**config.mk**
```make
export PLATFORM = sky130hd
export DESIGN_NAME = timed_frame_release_queue_top
export DESIGN_NICKNAME = d
export VERILOG_FILES = /design/src/sv/tfrq_pkg.sv /design/src/sv/tfrq_byte_ram.sv /design/src/sv/timed_frame_release_queue_top.sv
export SDC_FILE = /design/constraint.sdc
export NUM_CORES = 1
export LEC_CHECK = 0
export BUFFER_PORTS_ARGS = -buffer_cell sky130_fd_sc_hd__buf_4
export CAP_MARGIN = 25
export CORE_UTILIZATION = 40
export DETAILED_ROUTE_END_ITERATION = 6
export GPL_TIMING_DRIVEN = 0
export MAX_ROUTING_LAYER = met4
export PLACE_DENSITY_LB_ADDON = 0.08
export SETUP_SLACK_MARGIN = 0.1
export SYNTH_ARGS = -nofsm -noshare
export SYNTH_HDL_FRONTEND = slang
export SYNTH_SLANG_ARGS = --single-unit
```
**constraint.sdc**
```tcl
create_clock -name i_clk -period 3.1 [get_ports i_clk]
set_input_delay 0.62 -clock i_clk [delete_from_list [all_inputs] [get_ports i_clk]]
set_output_delay 0.62 -clock i_clk [all_outputs]
set_load 0.05 [all_outputs]
```
**src/sv/tfrq_pkg.sv**
```systemverilog
// tfrq_pkg: shared types and constants for the timed frame release queue
// no dependencies
`timescale 1ns / 1ps

package tfrq_pkg;

    typedef enum logic [1:0] {
        OP_PUSH  = 2'd0,
        OP_TICK  = 2'd1,
        OP_START = 2'd2,
        OP_STOP  = 2'd3
    } t_opcode;

    typedef struct packed {
        t_opcode     opcode;
        logic [7:0]  in_byte;
    } t_in_item;

    typedef struct packed {
        logic [7:0]  out_byte;
        logic        last;
        logic [15:0] late_frames;
    } t_out_item;

    localparam logic [7:0]  RESET_BYTE   = 8'hFF;
    localparam logic [15:0] LATE_MAX     = 16'hFFFF;
    localparam int          PREFIX_BYTES = 4;

endpackage

```
**src/sv/tfrq_byte_ram.sv**
```systemverilog
// tfrq_byte_ram: byte store with one write port and one registered read port
// forwards a same-cycle write to the read data; uses no package
`timescale 1ns / 1ps

module tfrq_byte_ram #(
    parameter int DEPTH = 64
) (
    input  logic                     i_clk,
    input  logic                     i_wr_en,
    input  logic [$clog2(DEPTH)-1:0] i_wr_addr,
    input  logic [7:0]               i_wr_data,
    input  logic [$clog2(DEPTH)-1:0] i_rd_addr,
    output logic [7:0]               o_rd_data
);

    logic [7:0] r_mem [DEPTH];
    logic [7:0] r_rd_data;

    always_ff @(posedge i_clk) begin
        if (i_wr_en) begin
            r_mem[i_wr_addr] <= i_wr_data;
        end
    end

    always_ff @(posedge i_clk) begin
        if (i_wr_en && (i_wr_addr == i_rd_addr)) begin
            r_rd_data <= i_wr_data;
        end else begin
            r_rd_data <= r_mem[i_rd_addr];
        end
    end

    assign o_rd_data = r_rd_data;

endmodule

```
**src/sv/timed_frame_release_queue_top.sv**
```systemverilog
// timed_frame_release_queue_top: byte fifo with timed release of framed payloads
// depends on tfrq_pkg and tfrq_byte_ram
// push, start and stop act from idle; the stop result is registered for the following cycle
// a tick steps through prefix loads, frame checks and payload bytes until a check fails
// payload bytes pass a hold register and the output register; one per cycle in S_EMIT
// the receiver cannot stall; busy is high for the whole tick sequence
// synchronous active-low reset clears pointers, counters, clock and prefix; store undefined
`timescale 1ns / 1ps

module timed_frame_release_queue_top #(
    parameter int FIFO_DEPTH = 64
) (
    input  logic                i_clk,
    input  logic                i_rst_n,
    input  logic                start,
    output logic                busy,
    input  tfrq_pkg::t_in_item  i_item,
    output logic                o_strobe,
    output tfrq_pkg::t_out_item o_item
);

    localparam int PTR_W = $clog2(FIFO_DEPTH);
    localparam int CNT_W = $clog2(FIFO_DEPTH + 1);

    typedef enum logic [1:0] {
        S_IDLE,
        S_LOAD,
        S_CHECK,
        S_EMIT
    } t_state;

    t_state              r_state, n_state;
    logic [PTR_W-1:0]    r_rd_ptr, n_rd_ptr;
    logic [PTR_W-1:0]    r_wr_ptr, n_wr_ptr;
    logic [CNT_W-1:0]    r_fill, n_fill;
    logic [31:0]         r_clock, n_clock;
    logic [7:0]          r_len, n_len;
    logic [23:0]         r_time, n_time;
    logic                r_held, n_held;
    logic [15:0]         r_late, n_late;
    logic                r_running, n_running;
    logic [1:0]          r_load_cnt, n_load_cnt;
    logic [7:0]          r_remain, n_remain;
    logic                r_hold_valid, n_hold_valid;
    logic [7:0]          r_hold_byte, n_hold_byte;
    logic [15:0]         r_hold_late, n_hold_late;
    logic                r_strobe, n_strobe;
    tfrq_pkg::t_out_item r_out, n_out;

    logic                accept;
    logic                wr_en;
    logic [7:0]          head;
    logic [PTR_W-1:0]    rd_ptr_inc;
    logic [PTR_W-1:0]    wr_ptr_inc;

    assign accept = start && (r_state == S_IDLE);
    assign wr_en  = accept && (i_item.opcode == tfrq_pkg::OP_PUSH)
                    && (r_fill < CNT_W'(FIFO_DEPTH));

    assign rd_ptr_inc = (r_rd_ptr == PTR_W'(FIFO_DEPTH - 1)) ? '0 : r_rd_ptr + PTR_W'(1);
    assign wr_ptr_inc = (r_wr_ptr == PTR_W'(FIFO_DEPTH - 1)) ? '0 : r_wr_ptr + PTR_W'(1);

    tfrq_byte_ram #(
        .DEPTH (FIFO_DEPTH)
    ) u_ram (
        .i_clk     (i_clk),
        .i_wr_en   (wr_en),
        .i_wr_addr (r_wr_ptr),
        .i_wr_data (i_item.in_byte),
        .i_rd_addr (n_rd_ptr),
        .o_rd_data (head)
    );

    always_comb begin
        n_state      = r_state;
        n_rd_ptr     = r_rd_ptr;
        n_wr_ptr     = r_wr_ptr;
        n_fill       = r_fill;
        n_clock      = r_clock;
        n_len        = r_len;
        n_time       = r_time;
        n_held       = r_held;
        n_late       = r_late;
        n_running    = r_running;
        n_load_cnt   = r_load_cnt;
        n_remain     = r_remain;
        n_hold_valid = r_hold_valid;
        n_hold_byte  = r_hold_byte;
        n_hold_late  = r_hold_late;
        n_strobe     = 1'b0;
        n_out        = r_out;

        unique case (r_state)
            S_IDLE: begin
                if (accept) begin
                    unique case (i_item.opcode)
                        tfrq_pkg::OP_PUSH: begin
                            if (wr_en) begin
                                n_wr_ptr = wr_ptr_inc;
                                n_fill   = r_fill + CNT_W'(1);
                            end
                        end
                        tfrq_pkg::OP_TICK: begin
                            if (r_running) begin
                                if (!r_held && (r_fill > CNT_W'(tfrq_pkg::PREFIX_BYTES))) begin
                                    n_state    = S_LOAD;
                                    n_load_cnt = '0;
                                end else begin
                                    n_state = S_CHECK;
                                end
                            end
                        end
                        tfrq_pkg::OP_START: begin
                            n_running = 1'b1;
                        end
                        tfrq_pkg::OP_STOP: begin
                            n_running         = 1'b0;
                            n_clock           = '0;
                            n_len             = '0;
                            n_time            = '0;
                            n_held            = 1'b0;
                            n_late            = '0;
                            n_strobe          = 1'b1;
                            n_out.out_byte    = tfrq_pkg::RESET_BYTE;
                            n_out.last        = 1'b1;
                            n_out.late_frames = '0;
                        end
                        default: begin
                        end
                    endcase
                end
            end

            S_LOAD: begin
                n_rd_ptr   = rd_ptr_inc;
                n_fill     = r_fill - CNT_W'(1);
                n_load_cnt = r_load_cnt + 2'd1;
                unique case (r_load_cnt)
                    2'd0: n_len          = head;
                    2'd1: n_time[23:16]  = head;
                    2'd2: n_time[15:8]   = head;
                    2'd3: begin
                        n_time[7:0] = head;
                        n_held      = 1'b1;
                        n_state     = S_CHECK;
                    end
                    default: begin
                    end
                endcase
            end

            S_CHECK: begin
                if (r_held && ({8'd0, r_time} <= r_clock)
                    && ({{(8 > CNT_W ? 8 - CNT_W : 0){1'b0}}, r_fill} >= r_len)) begin
                    if (({8'd0, r_time} < r_clock) && (r_late != tfrq_pkg::LATE_MAX)) begin
                        n_late = r_late + 16'd1;
                    end
                    if (r_len == 8'd0) begin
                        if (r_fill > CNT_W'(tfrq_pkg::PREFIX_BYTES)) begin
                            n_state    = S_LOAD;
                            n_load_cnt = '0;
                        end else begin
                            n_held = 1'b0;
                        end
                    end else begin
                        n_remain = r_len;
                        n_state  = S_EMIT;
                    end
                end else begin
                    n_clock      = r_clock + 32'd1;
                    n_state      = S_IDLE;
                    n_hold_valid = 1'b0;
                    if (r_hold_valid) begin
                        n_strobe          = 1'b1;
                        n_out.out_byte    = r_hold_byte;
                        n_out.last        = 1'b1;
                        n_out.late_frames = r_hold_late;
                    end
                end
            end

            S_EMIT: begin
                n_rd_ptr     = rd_ptr_inc;
                n_fill       = r_fill - CNT_W'(1);
                n_remain     = r_remain - 8'd1;
                n_hold_valid = 1'b1;
                n_hold_byte  = head;
                n_hold_late  = r_late;
                if (r_hold_valid) begin
                    n_strobe          = 1'b1;
                    n_out.out_byte    = r_hold_byte;
                    n_out.last        = 1'b0;
                    n_out.late_frames = r_hold_late;
                end
                if (r_remain == 8'd1) begin
                    if (r_fill > CNT_W'(tfrq_pkg::PREFIX_BYTES + 1)) begin
                        n_state    = S_LOAD;
                        n_load_cnt = '0;
                    end else begin
                        n_held  = 1'b0;
                        n_state = S_CHECK;
                    end
                end
            end

            default: begin
                n_state = S_IDLE;
            end
        endcase
    end

    always_ff @(posedge i_clk) begin
        if (!i_rst_n) begin
            r_state      <= S_IDLE;
            r_rd_ptr     <= '0;
            r_wr_ptr     <= '0;
            r_fill       <= '0;
            r_clock      <= '0;
            r_len        <= '0;
            r_time       <= '0;
            r_held       <= 1'b0;
            r_late       <= '0;
            r_running    <= 1'b0;
            r_load_cnt   <= '0;
            r_remain     <= '0;
            r_hold_valid <= 1'b0;
            r_strobe     <= 1'b0;
        end else begin
            r_state      <= n_state;
            r_rd_ptr     <= n_rd_ptr;
            r_wr_ptr     <= n_wr_ptr;
            r_fill       <= n_fill;
            r_clock      <= n_clock;
            r_len        <= n_len;
            r_time       <= n_time;
            r_held       <= n_held;
            r_late       <= n_late;
            r_running    <= n_running;
            r_load_cnt   <= n_load_cnt;
            r_remain     <= n_remain;
            r_hold_valid <= n_hold_valid;
            r_strobe     <= n_strobe;
        end
        r_hold_byte <= n_hold_byte;
        r_hold_late <= n_hold_late;
        r_out       <= n_out;
    end

    assign busy     = (r_state != S_IDLE);
    assign o_strobe = r_strobe;
    assign o_item   = r_out;

endmodule
```
# Word level (Yosys, flattened, before mapping)
# Memories as Yosys holds them, arrays and structs flattened. A register that Yosys moved wholly into a read port is not among the register bits.
# Index checks and enable logic that the tools add are counted.
[totals]
register_bits = 164
word_cells = 183
out_inout_bits = 27
n_memories = 1
in_bits = 13
mem_bits_rw = 512
[op_classes]
eq_ne = 37
addsub = 8
n_mux = 75
reduce_logical = 35
order_cmp = 6
[memory_table]
columns = ["memory", "depth", "width", "rd", "rd_clocked_by_memory_dff", "wr", "line_no", "source"]
rows = [
  ["u_ram.r_mem", 64, 8, 1, 1, 1, "tfrq_byte_ram.sv:16", "logic [7:0] r_mem [DEPTH];"],
]
[op_table]
columns = ["operator", "n"]
rows = [
  ["2-to-1 mux 25 bit", 5],
  ["2-to-1 mux 32 bit", 3],
  ["one-hot mux 25 bit (3 select lines)", 1],
  ["2-to-1 mux 16 bit", 4],
  ["2-to-1 mux 8 bit", 8],
  ["one-hot mux 32 bit (2 select lines)", 1],
  ["2-to-1 mux 24 bit", 2],
  ["one-hot mux 24 bit (2 select lines)", 1],
  ["2-to-1 mux 2 bit", 19],
  ["adder 32 x 1 -> 32 bit (second input constant)", 1],
  ["<= comparator 24 x 32 -> 1 bit", 1],
  ["< comparator 24 x 32 -> 1 bit", 1],
  ["one-hot mux 16 bit (2 select lines)", 1],
  ["one-hot mux 8 bit (2 select lines)", 2],
  ["inequality test 2 bit (second input constant)", 15],
  ["AND reduction 4 bit", 7],
  ["2-to-1 mux 7 bit", 3],
  ["2-to-1 mux 6 bit", 3],
  ["adder 16 x 1 -> 16 bit (second input constant)", 1],
  ["inequality test 16 bit (second input constant)", 1],
  ["inequality test 2 x 1 -> 1 bit (second input constant)", 8],
  ["one-hot mux 2 bit (4 select lines)", 2],
  ["2-to-1 mux 1 bit", 15],
  ["greater-than comparator 7 x 3 -> 1 bit (second input constant)", 2],
  ["other kinds (29)", 54],
]

# Logic depth before layout (Yosys ltp)
# Gate-level depths: netlist of run 1.
[depth]
word_depth = 8
depth_mapped = 11
mapped_depth_nobuf = 9

# Cells and area by module
# Synthesis of run 1 repeated with hierarchy kept, for this count alone.
[hier_totals]
hier_cells = 1855
hier_area_um2 = 28394.7
[modules_own_cells]
columns = ["module", "instances", "seq_area_each_um2", "cells_per_inst", "area_per_inst_um2"]
rows = [
  ["tfrq_byte_ram", 1, 15494.9, 955, 20056.7],
  ["timed_frame_release_queue_top", 1, 3773.6, 900, 8338.0],
]

# Least setup slack after synthesis of run 1
# No wires, ideal clock.
[synth_path]
path_type = "register to register"
start = "reg r_state[0]"
end = "mem u_ram.r_mem[43][0] (enable)"
t_required_ns = 2.730
setup_slack_ns = 0.183
setup_time_ns = 0.370
path_stages_with_launch = 10
arrival_time_ns = 2.547
synth_period_minus_slack_ns = 2.917
n_path_buf = 2
path_cell_list = "dfxtp_1 -> inv_1 -> ha_1 -> clkbuf_1 -> nand2_1 -> nor4_1 -> clkbuf_1 -> nor2b_1 -> nand3_1 -> nor2_1"
[synth_via]
elab_chain_cells = 6
[synth_lines]
columns = ["element", "line_no", "source"]
rows = [
  ["start: declaration", "timed_frame_release_queue_top.sv:32", "t_state r_state, n_state;"],
  ["start signal: assignment", "timed_frame_release_queue_top.sv:229", "r_state <= n_state;"],
  ["zero test 2 bit", "timed_frame_release_queue_top.sv:56", "assign accept = start && (r_state == S_IDLE);"],
  ["logical AND 1 bit", "timed_frame_release_queue_top.sv:56", ""],
  ["logical AND 1 bit", "timed_frame_release_queue_top.sv:57", "assign wr_en = accept && (i_item.opcode == tfrq_pkg::OP_PUSH)"],
  ["logical AND 1 bit", "timed_frame_release_queue_top.sv:58", "&& (r_fill < CNT_W'(FIFO_DEPTH));"],
  ["2-to-1 mux 1 bit", "tfrq_byte_ram.sv:20", "if (i_wr_en) begin"],
  ["2-to-1 mux 1 bit (not written as such)", "tfrq_byte_ram.sv:21", "r_mem[i_wr_addr] <= i_wr_data;"],
  ["end: declaration", "tfrq_byte_ram.sv:16", ""],
]
# No other way between the ends.

# Worst setup path in the final report of run 1
[layout_path]
start = "reg r_clock[22]"
end = "reg r_remain[2]"
[layout_via]
elab_chain_cells = 5
[layout_lines]
columns = ["element", "line_no", "source"]
rows = [
  ["start: declaration", "timed_frame_release_queue_top.sv:36", "logic [31:0] r_clock, n_clock;"],
  ["start signal: assignment", "timed_frame_release_queue_top.sv:233", "r_clock <= n_clock;"],
  ["<= comparator 24 x 32 -> 1 bit", "timed_frame_release_queue_top.sv:153", "if (r_held && ({8'd0, r_time} <= r_clock)"],
  ["logical AND 1 bit", "timed_frame_release_queue_top.sv:153", ""],
  ["logical AND 1 bit", "timed_frame_release_queue_top.sv:154", "&& ({{(8 > CNT_W ? 8 - CNT_W : 0){1'b0}}, r_fill} >= r_len)) begin"],
  ["inequality test 2 bit (no line)", "--", ""],
  ["AND reduction 3 bit (no line)", "--", ""],
  ["end signal: assignment", "timed_frame_release_queue_top.sv:240", "r_remain <= n_remain;"],
  ["end: declaration", "timed_frame_release_queue_top.sv:43", "logic [7:0] r_remain, n_remain;"],
]
# No other way between the ends.
# A chain may end at the register's enable or synchronous reset.

==> flow_summary.ini, run 1 <==
[run_status]
run_status = completed

[clocking]
clk_transition_reported_paths_ns = 0.06
clkSinkCount = 682
cts_buffers = 76
cts-htree-levels = 3
cts_max_path_buffers = 3
clkLatencyLatePin_ns = 0.63
cts.root.buffer_cell = sky130_fd_sc_hd__clkbuf_16
clock_tree_from_tritoncts = done

[die]
total_number_of_placement_rows = 97
num_io_pins = 40
initial_utilization = 0.404
total_die_area_mm2 = 0.0718
fp.coreArea_mm2 = 0.0700
die_y_um = 268
floorplan.die.width_um = 268

[routing]
drc = 0
avgRoutedWirePerCell_um = 24.8
drtIter0Drc = 1194
detailed_route_wire_length_mm = 71.9
detailroute.via_count = 16100
detail-route-antenna-nets = 0
route.detailed.vias_per_inst = 5.53
detail_route.first_pass.iterations = 7

[worst_setup_path]
worstSetupStartpointType = flip-flop
critPathCaptureType = flip-flop
timing.critical_path.cells = inv_1 -> ha_1 -> a21oi_1 -> o21ai_0 -> o221ai_2 -> buf_4 -> and4_1 -> o21ai_1 -> nand2_1 -> o211a_1
crit_arrival_ns = 3.48
worst_path_max_delay_cell = sky130_fd_sc_hd__o21ai_1
crit_required_ns = 3.59
criticalPathCategory = flip-flop to flip-flop
timing.critical_path.fanout_max = 6
crit_path_max_incr_delay_ns = 0.53

[synth]
syn_area_mm2 = 0.0283
postSynth.topFlopCell = sky130_fd_sc_hd__edfxtp_1
yosys-mux-area-fraction = 0.144
xor_and_xnor_area_share_after_synthesis = 0.00340
post_synth.cell_area_avg_um2 = 16.3
yosysUniqueCellTypes = 62
synth_top_family_by_area = multiplexers
synth_nets = 1799
postSynthCellCount = 1734
flops_latches_synth = 682
synth-edff-count = 561
asyncSetResetFlopFracSynth = 0
synth_warnings = 0
synthSimpleGateAreaFrac = 0.0797
synth-compound-area-share = 0.0490
register_area_share_after_synthesis = 0.681
synth_fa_ha_area_frac = 0.0233

[global_routing]
grt_antenna_before_repair = 1
via_count_of_the_first_global_routing_pass = 16400
grt_pass1_wl_mm = 107
grt_overflow = 0
grt_usage = 0.210
grt_max_degree = 65

[finish]
mostFrequentLayoutCell = sky130_fd_sc_hd__edfxtp_1
fill_cells = 5942
multiInputGateArea_mm2 = 0.00941
layout-drive-gt1-share = 0.278
final_cell_mix = sky130_fd_sc_hd__edfxtp_1 (561), sky130_fd_sc_hd__mux4_2 (160), sky130_fd_sc_hd__dfxtp_1 (119)
regArea_mm2 = 0.0193
finish.net_count = 1970
antennaDiodeCount = 0
area_delta_synth_final_pct = 20.4

[timing]
achievable-frequency_mhz = 334
final.setup.tns_ns = 0
setup_repair_after_global_routing_missed_its_margin = false
final.period_utilization = 0.965
timing_max_transition_violations_final = 0
fin_skew_ns = 0.0300
final-hold-violation-count = 0
max-slew-margin-rel = 0.278
final_ws_setup_ns = 0.110
final-setup-viol-count = 0
worst_slew_pin_slew_ns = 1.08
period_needed_ns = 2.99

[power_and_ir_drop]
vdd.ir_drop.worst_mv = 0.364
cellPowerDensity_mw_per_mm2 = 633
static-leakage-power_nw = 10.5
p_total_w = 0.0216

[placement]
place_hpwl_mm = 45.8
port_buffers = 38
gp_congestion = 0.827
place_worst_setup_slack_ns = -1.45

[min_path]
min_path_type = primary input to flip-flop

[run]
max_cap_viol_count = 0
==> power breakdown <==
part | switching (W) | internal (W)
registers | 0.0000609 | 0.0101
logic | 0.00155 | 0.000970
clock network | 0.00369 | 0.00523
==> kinds of logic after synthesis <==
| group | count (synthesis) |
|---|---|
| flip-flops | 682 |
| AND/OR/NAND/NOR | 438 |
| multiplexers | 208 |
| AO/OA/AOI/OAI | 206 |
| buffers and inverters | 137 |
| adder cells (fa/ha/maj) | 52 |
| XOR/XNOR | 11 |
==> path summary, 6_finish.rpt <==
path | to | slack, ns | cells after the start | start
worst max-delay path | r_remain[2] | 0.11 | 10 | r_clock[22]
worst min register to register | r_clock[17] | 0.46 | 2 | r_clock[17]
worst min-delay path | r_running | 0.41 | 3 | start
worst max register to register | r_remain[2] | 0.11 | 10 | r_clock[22]
==> cells in the mapped netlist, types with 28 or more instances <==
master | number | area (um2)
sky130_fd_sc_hd__o21ai_0 | 28 | 140
sky130_fd_sc_hd__inv_1 | 55 | 206
sky130_fd_sc_hd__a21oi_1 | 59 | 295
sky130_fd_sc_hd__ha_1 | 51 | 638
sky130_fd_sc_hd__nand2_1 | 121 | 454
sky130_fd_sc_hd__mux2i_1 | 47 | 470
sky130_fd_sc_hd__o221ai_1 | 35 | 307
sky130_fd_sc_hd__edfxtp_1 | 561 | 16800
sky130_fd_sc_hd__dfxtp_1 | 121 | 2420
sky130_fd_sc_hd__nor2_1 | 104 | 390
sky130_fd_sc_hd__clkbuf_1 | 49 | 184
sky130_fd_sc_hd__mux4_2 | 160 | 3600
sky130_fd_sc_hd__nand3_1 | 39 | 195
==> critical path, delay by kind of cell (launching register included) <==
kind	cells	cell delay, ns
AOI/OAI and AO/OA	5	1.30
adders and majority gates	1	0.33
buffers and inverters	2	0.31
DFF	1	0.41
and+or+nand+nor	2	0.51
==> area by class of cell <==
cell class,count,share of cell area
clock inverter,38,0.0123
clock buffer,100,0.0596
inverter,56,0.00624
tap,940,0.0345
multi-input combinational,917,0.276
buffer,78,0.0134
timing repair buffer,94,0.0322
sequential,682,0.566
==> timing repair <==
item                       in CTS  in global routing
buffers inserted               48                  5
hold buffers                    0                  0
setup endpoints to repair     637                597
pin swaps                      34                  3
resized for setup             260                 41
gates cloned                    0                  2
==> stage by stage <==
step	util	instances	cell area (um2)	hold slack, ns
finish	0.487	2905	34100	0.411
detailed placement	0.426	2715	29800	0.456
CTS	0.483	2900	33800	0.375
floorplan	-	1734	28300	0.433
global route	0.487	2905	34100	0.403
global placement	0.425	2712	29800	0.443
==> state kept, by name (all words and copies together), names as in the netlist, 2 cells and up, named ones only <==
register,cells
r_time,24
r_load_cnt,2
r_wr_ptr,6
r_hold_byte,8
r_len,8
r_rd_ptr,6
r_clock,32
r_hold_late,16
r_late,16
o_item,25
r_remain,8
u_ram.r_mem,512
r_fill,7
r_state,2
==> per-layer routing <==
| metal | global-route usage | routed length [um] |
|---|---|---|
| met5 | - | 0 |
| met4 | 0.0559 | 2000 |
| met3 | 0.0285 | 2420 |
| met2 | 0.345 | 36200 |
| met1 | 0.276 | 31400 |
Power figures use the tool's default switching activity.
==> run 2, diff against run 1 <==
--- a/config.mk
+++ b/config.mk
@@ -8,6 +8,7 @@
 export BUFFER_PORTS_ARGS = -buffer_cell sky130_fd_sc_hd__buf_4
 export CAP_MARGIN = 25
 export CORE_UTILIZATION = 40
+export CTS_BUF_LIST = sky130_fd_sc_hd__clkbuf_8 sky130_fd_sc_hd__clkbuf_16
 export DETAILED_ROUTE_END_ITERATION = 6
 export GPL_TIMING_DRIVEN = 0
 export MAX_ROUTING_LAYER = met4
==> run 2 against run 1 <==
  * Cell count about the same
  * Clock power down 0.8%
  * Critical endpoint unchanged
  * Largest power group unchanged
  * Combinational power barely moved
  * Register-to-register slack better by 0.05 ns
  * Total power fell by 0.34%
==> flow_summary.ini, run 2 (same netlist as run 1, synthesis figures left out) <==
[finish]
final_cell_mix = sky130_fd_sc_hd__edfxtp_1 (561), sky130_fd_sc_hd__mux4_2 (160), sky130_fd_sc_hd__dfxtp_1 (119)
fill_cells = 5943
area_delta_synth_final_pct = 20.3
post-route-cell-area_mm2 = 0.0340
antennaDiodeCount = 0
layout-drive-gt1-share = 0.277
mostFrequentLayoutCell = sky130_fd_sc_hd__edfxtp_1
max_ffs_per_register = 512
finalNonFillerCells = 2904
registers.top_by_ff_count = u_ram.r_mem
finish.net_count = 1969

[worst_setup_path]
worstReg2RegEnd = r_remain[2]
timing.critical_path.fanout_max = 6
crit_required_ns = 3.59
r2r_cells = 7
critPathCaptureType = flip-flop
criticalPathCategory = flip-flop to flip-flop
worst-path-buf-inv = 1
timing.critical_path.cells = or4_1 -> nor4_4 -> inv_1 -> a21o_1 -> o21ai_1 -> nand2_1 -> o211a_1
worst_setup_sp = r_clock[24]
worst_path_max_delay_cell = sky130_fd_sc_hd__or4_1
minimum_setup_slack_among_reg_to_reg_paths_ns = 0.16
regToRegStartpoint = r_clock[24]
crit_family = simple AND/OR/NAND/NOR gates
worstSetupStartpointType = flip-flop
crit_arrival_ns = 3.43
crit_path_max_incr_delay_ns = 0.63

[clocking]
clkSinkCount = 682
cts.root.buffer_cell = sky130_fd_sc_hd__clkbuf_16
cts-htree-levels = 3
cts_max_path_buffers = 3
clkLatencyLatePin_ns = 0.63
cts-hold-fix-buffers = 0
clock_tree_from_tritoncts = done
cts_buffers = 76
clk_transition_reported_paths_ns = 0.06

[timing]
timing_max_transition_violations_final = 0
final-setup-viol-count = 0
fin_skew_ns = 0.0293
finalHoldWorstSlack_ns = 0.409
final_ws_setup_ns = 0.163
setup_repair_after_global_routing_missed_its_margin = false
worst_slew_pin_slew_ns = 0.961
final.period_utilization = 0.947
max-slew-margin-rel = 0.359
period_needed_ns = 2.94
achievable-frequency_mhz = 340
final-hold-violation-count = 0

[placement]
gp_congestion = 0.827
port_buffers = 38
dpl.cell_count = 2715
place_hpwl_mm = 45.8
post_place_instance_area_mm2 = 0.0298
place_worst_setup_slack_ns = -1.45

[global_routing]
grt_antenna_before_repair = 1
grt_overflow = 0
grt_pass1_wl_mm = 107
grt_usage = 0.210
via_count_of_the_first_global_routing_pass = 16400
grt_max_degree = 65

[routing]
detail_route.first_pass.iterations = 5
detailed_route_wire_length_mm = 71.7
detail-route-antenna-nets = 0
avgRoutedWirePerCell_um = 24.7
drc = 0
detailroute.via_count = 16100
route.detailed.vias_per_inst = 5.55
drtIter0Drc = 1209

[power_and_ir_drop]
vdd.ir_drop.worst_mv = 0.364
cellPowerDensity_mw_per_mm2 = 632
static-leakage-power_nw = 10.6

[die]
floorplan.die.width_um = 268
fp.coreArea_mm2 = 0.0700
num_io_pins = 40
total_die_area_mm2 = 0.0718
initial_utilization = 0.404
die_y_um = 268
total_number_of_placement_rows = 97

[run]
max_cap_viol_count = 0

[min_path]
min_path_type = primary input to flip-flop
worstHoldStart = start
worstHoldPathCells = 3
worstHoldEndpoint = r_running

[run_status]
run_status = completed
## run 2: changes by cell type in the layout (fill, tap and decap cells not counted), sizes merged
cell	change
buf	-1
clkbuf	-20
inv	+20
## run 2: how the worst max path moves through the flow
stage / slack, ns / end / cells past startpoint
6_report: 0.16 / r_remain[2] / 7
5_1_grt: 0.10 / u_ram.r_mem[15][3] / 9
4_1_cts: 0.10 / r_late[14] / 11
3_5_place_dp: -1.45 / u_ram.r_mem[19][7] / 10
3_3_place_gp: -1.89 / u_ram.r_mem[27][7] / 9
2_1_floorplan: 0.18 / u_ram.r_mem[43][0] / 9
## run 2: power by group
group          internal (W)  switching (W)  total, W
clock               0.00516        0.00369   0.00885
combinational      0.000970        0.00155   0.00252
sequential           0.0101      0.0000604    0.0101
total                0.0162        0.00530    0.0215
## run 2: area by class of cell
cell class,count,area [um2],share of cell area
Clock inverter,58,494,0.0145
Timing Repair Buffer,93,1100,0.0322
Clock buffer,80,1960,0.0575
Inverter,56,210,0.00617
Sequential cell,682,19300,0.566
Tap cell,940,1180,0.0345
Multi-Input combinational cell,917,9380,0.276
Buffer,78,458,0.0135
## run 2: timing repair
action | CTS | global route
pin swaps | 32 | 3
endpoints found under the setup margin | 637 | 190
gates resized for setup | 258 | 39
gates cloned | 0 | 2
setup buffers | 44 | 7
## run 2: stage by stage
stage | power, W | utilization | setup TNS [ns]
after floorplan | 0.0118 | - | 0
after global placement | 0.0126 | 0.425 | -884.45
after detailed placement | 0.0126 | 0.426 | -652.37
after CTS | 0.0216 | 0.483 | 0
after global routing | 0.0222 | 0.486 | 0
final | 0.0215 | 0.486 | 0
## run 2: worst register-to-register path: stages, from the launching register on
cell                      delay [ns]
sky130_fd_sc_hd__dfxtp_1        0.34
sky130_fd_sc_hd__or4_1          0.63
sky130_fd_sc_hd__nor4_4         0.40
sky130_fd_sc_hd__inv_1          0.15
sky130_fd_sc_hd__a21o_1         0.24
sky130_fd_sc_hd__o21ai_1        0.51
sky130_fd_sc_hd__nand2_1        0.27
sky130_fd_sc_hd__o211a_1        0.28
## run 2: metal layers
metal / track usage / part of all wire / up-vias
met5: - / 0 / -
met1: 0.275 / 0.43 / 8315
met4: 0.0562 / 0.028 / 0
met3: 0.0285 / 0.039 / 134
li1: - / - / 7273
met2: 0.343 / 0.50 / 391
==> run 3, diff against run 2 <==
--- a/config.mk
+++ b/config.mk
@@ -14,6 +14,7 @@
 export MAX_ROUTING_LAYER = met4
 export PLACE_DENSITY_LB_ADDON = 0.08
 export SETUP_SLACK_MARGIN = 0.1
+export SLEW_MARGIN = 5
 export SYNTH_ARGS = -nofsm -noshare
 export SYNTH_HDL_FRONTEND = slang
 export SYNTH_SLANG_ARGS = --single-unit
==> constraint.sdc (replaced) <==
create_clock -name i_clk -period 3.5 [get_ports i_clk]
set_input_delay 0.7 -clock i_clk [delete_from_list [all_inputs] [get_ports i_clk]]
set_output_delay 0.7 -clock i_clk [all_outputs]
set_load 0.05 [all_outputs]
==> run 3 against run 2 <==
  * Clock power fell by 11%
  * Global-route usage shrank 0.30 points
  * Core utilization fell by 0.90 points
  * Routed wire length shrank 2.1%
  * Combinational power down 19%
  * Sequential cell count stayed put
  * Cell area fell by 1.8%
  * Register-to-register slack lost 0.02 ns
  * Largest power group unchanged
  * Highest routed layer unchanged
==> flow_summary.ini, run 3 (same netlist as run 1, synthesis figures left out) <==
[run_status]
run_status = completed

[min_path]
min_path_type = flip-flop to flip-flop

[routing]
detail_route.first_pass.iterations = 5
drc = 0
detail-route-antenna-nets = 0
route.detailed.vias_per_inst = 5.52
detailed_route_wire_length_mm = 70.2
detailroute.via_count = 15900
drtIter0Drc = 1205
avgRoutedWirePerCell_um = 24.4

[placement]
place_hpwl_mm = 45.8
gp_congestion = 0.827
port_buffers = 38

[timing]
worst_slew_pin_slew_ns = 1.08
final-hold-violation-count = 0
timing_max_transition_violations_final = 0
max-slew-margin-rel = 0.277
achievable-frequency_mhz = 298
period_needed_ns = 3.35
final.period_utilization = 0.958
final-setup-viol-count = 0
setup_repair_after_global_routing_missed_its_margin = false
fin_skew_ns = 0.0279
finalHoldWorstSlack_ns = 0.460

[power_and_ir_drop]
vdd.ir_drop.worst_mv = 0.321
cellPowerDensity_mw_per_mm2 = 564
static-leakage-power_nw = 10.4

[finish]
antennaDiodeCount = 0
final_cell_mix = sky130_fd_sc_hd__edfxtp_1 (561), sky130_fd_sc_hd__mux4_2 (160), sky130_fd_sc_hd__dfxtp_1 (121)
utilization = 0.477
finish.net_count = 1947
area_delta_synth_final_pct = 18.1
max_ffs_per_register = 512
registers.top_by_ff_count = u_ram.r_mem
mostFrequentLayoutCell = sky130_fd_sc_hd__edfxtp_1
layout-drive-gt1-share = 0.255

[die]
num_io_pins = 40
total_die_area_mm2 = 0.0718
fp.coreArea_mm2 = 0.0700
die_y_um = 268
floorplan.die.width_um = 268
total_number_of_placement_rows = 97
initial_utilization = 0.404

[clocking]
clkLatencyLatePin_ns = 0.63
clkSinkCount = 682
cts-htree-levels = 3
cts_max_path_buffers = 3
cts.root.buffer_cell = sky130_fd_sc_hd__clkbuf_16
cts-hold-fix-buffers = 0
clock_tree_from_tritoncts = done
clk_transition_reported_paths_ns = 0.06
cts_buffers = 76

[worst_setup_path]
critPathCaptureType = flip-flop
criticalPathCategory = flip-flop to flip-flop
worst_path_max_delay_cell = sky130_fd_sc_hd__buf_1
cp_common_cell = sky130_fd_sc_hd__mux4_2
timing.critical_path.cells = clkbuf_2 -> buf_1 -> mux4_2 -> mux4_2 -> mux2i_2 -> mux2i_1
timing.critical_path.fanout_max = 10
crit_required_ns = 3.80
crit_arrival_ns = 3.65
worstSetupStartpointType = flip-flop
crit_path_max_incr_delay_ns = 0.58

[global_routing]
grt_max_degree = 65
grt_overflow = 0
grt_pass1_wl_mm = 105
via_count_of_the_first_global_routing_pass = 16100
grt_usage = 0.207
grt_antenna_before_repair = 1

[run]
max_cap_viol_count = 0
==> run 3: cell types whose count changed in the layout (fill, tap and decap cells not counted), moves of 3 or more <==
cell,delta
sky130_fd_sc_hd__mux2i_2,+16
sky130_fd_sc_hd__mux2i_4,-17
sky130_fd_sc_hd__buf_12,-9
sky130_fd_sc_hd__clkbuf_1,+7
sky130_fd_sc_hd__a31o_4,-3
sky130_fd_sc_hd__buf_1,+6
sky130_fd_sc_hd__buf_6,-10
sky130_fd_sc_hd__buf_4,-19
sky130_fd_sc_hd__clkbuf_4,+10
sky130_fd_sc_hd__clkbuf_2,-3
==> run 3: routing by layer <==
metal  wire length [um]  global-route usage
met4               1740              0.0573
met1              30500               0.271
met5                  0                   -
met2              35200               0.336
met3               2700              0.0307
==> run 3: worst max-delay path, delay by kind of cell (launching register included) <==
kind | cells | cell delay, ns
flip-flops | 1 | 0.34
multiplexers | 4 | 1.72
buffers and inverters | 2 | 0.97
==> run 3: worst paths after layout <==
path | startpoint | endpoint | slack (ns) | cells past startpoint
hold reg to reg | r_clock[17] | r_clock[17] | 0.46 | 2
hold / removal | r_clock[17] | r_clock[17] | 0.46 | 2
setup / recovery | flip-flop | r_hold_byte[0] | 0.15 | 6
setup reg to reg | flip-flop | r_hold_byte[0] | 0.15 | 6
==> run 3: power by group <==
part	internal [W]	total [W]	leakage, nW	switching, W
Clock	0.00457	0.00784	1.27	0.00326
Sequential	0.00893	0.00898	5.98	0.0000515
Combinational	0.000760	0.00204	3.14	0.00128
Total	0.0143	0.0189	10.4	0.00460
==> run 3: final cells by class <==
type | instances | area (um2)
plain buffers | 80 | 392
clock buffers | 80 | 1960
clock inverters | 58 | 494
fillers | 5980 | 36600
inverters | 56 | 210
multi-input cells | 915 | 9090
flip-flops and latches | 682 | 19300
well taps | 940 | 1180
repair buffers | 71 | 833
==> run 3: timing repair <==
| action | CTS | global route |
|---|---|---|
| setup buffers | 12 | 15 |
| gates resized for setup | 194 | 35 |
| cloned | 0 | 0 |
| pin swaps | 9 | 20 |
| setup endpoints to repair | 571 | 547 |
==> run 3: metrics by stage <==
stage | cell area [um2] | TNS [ns] | worst slack, ns | cells | total power, W
2_1_floorplan | 28300 | 0 | 0.583 | 1734 | 0.0105
3_3_place_gp | 29800 | -641.61 | -1.49 | 2712 | 0.0112
3_5_place_dp | 29800 | -415.54 | -1.05 | 2715 | 0.0112
4_1_cts | 33000 | 0 | 0.0890 | 2864 | 0.0191
5_1_grt | 33400 | 0 | 0.0869 | 2882 | 0.0195
6_report | 33400 | 0 | 0.147 | 2882 | 0.0189
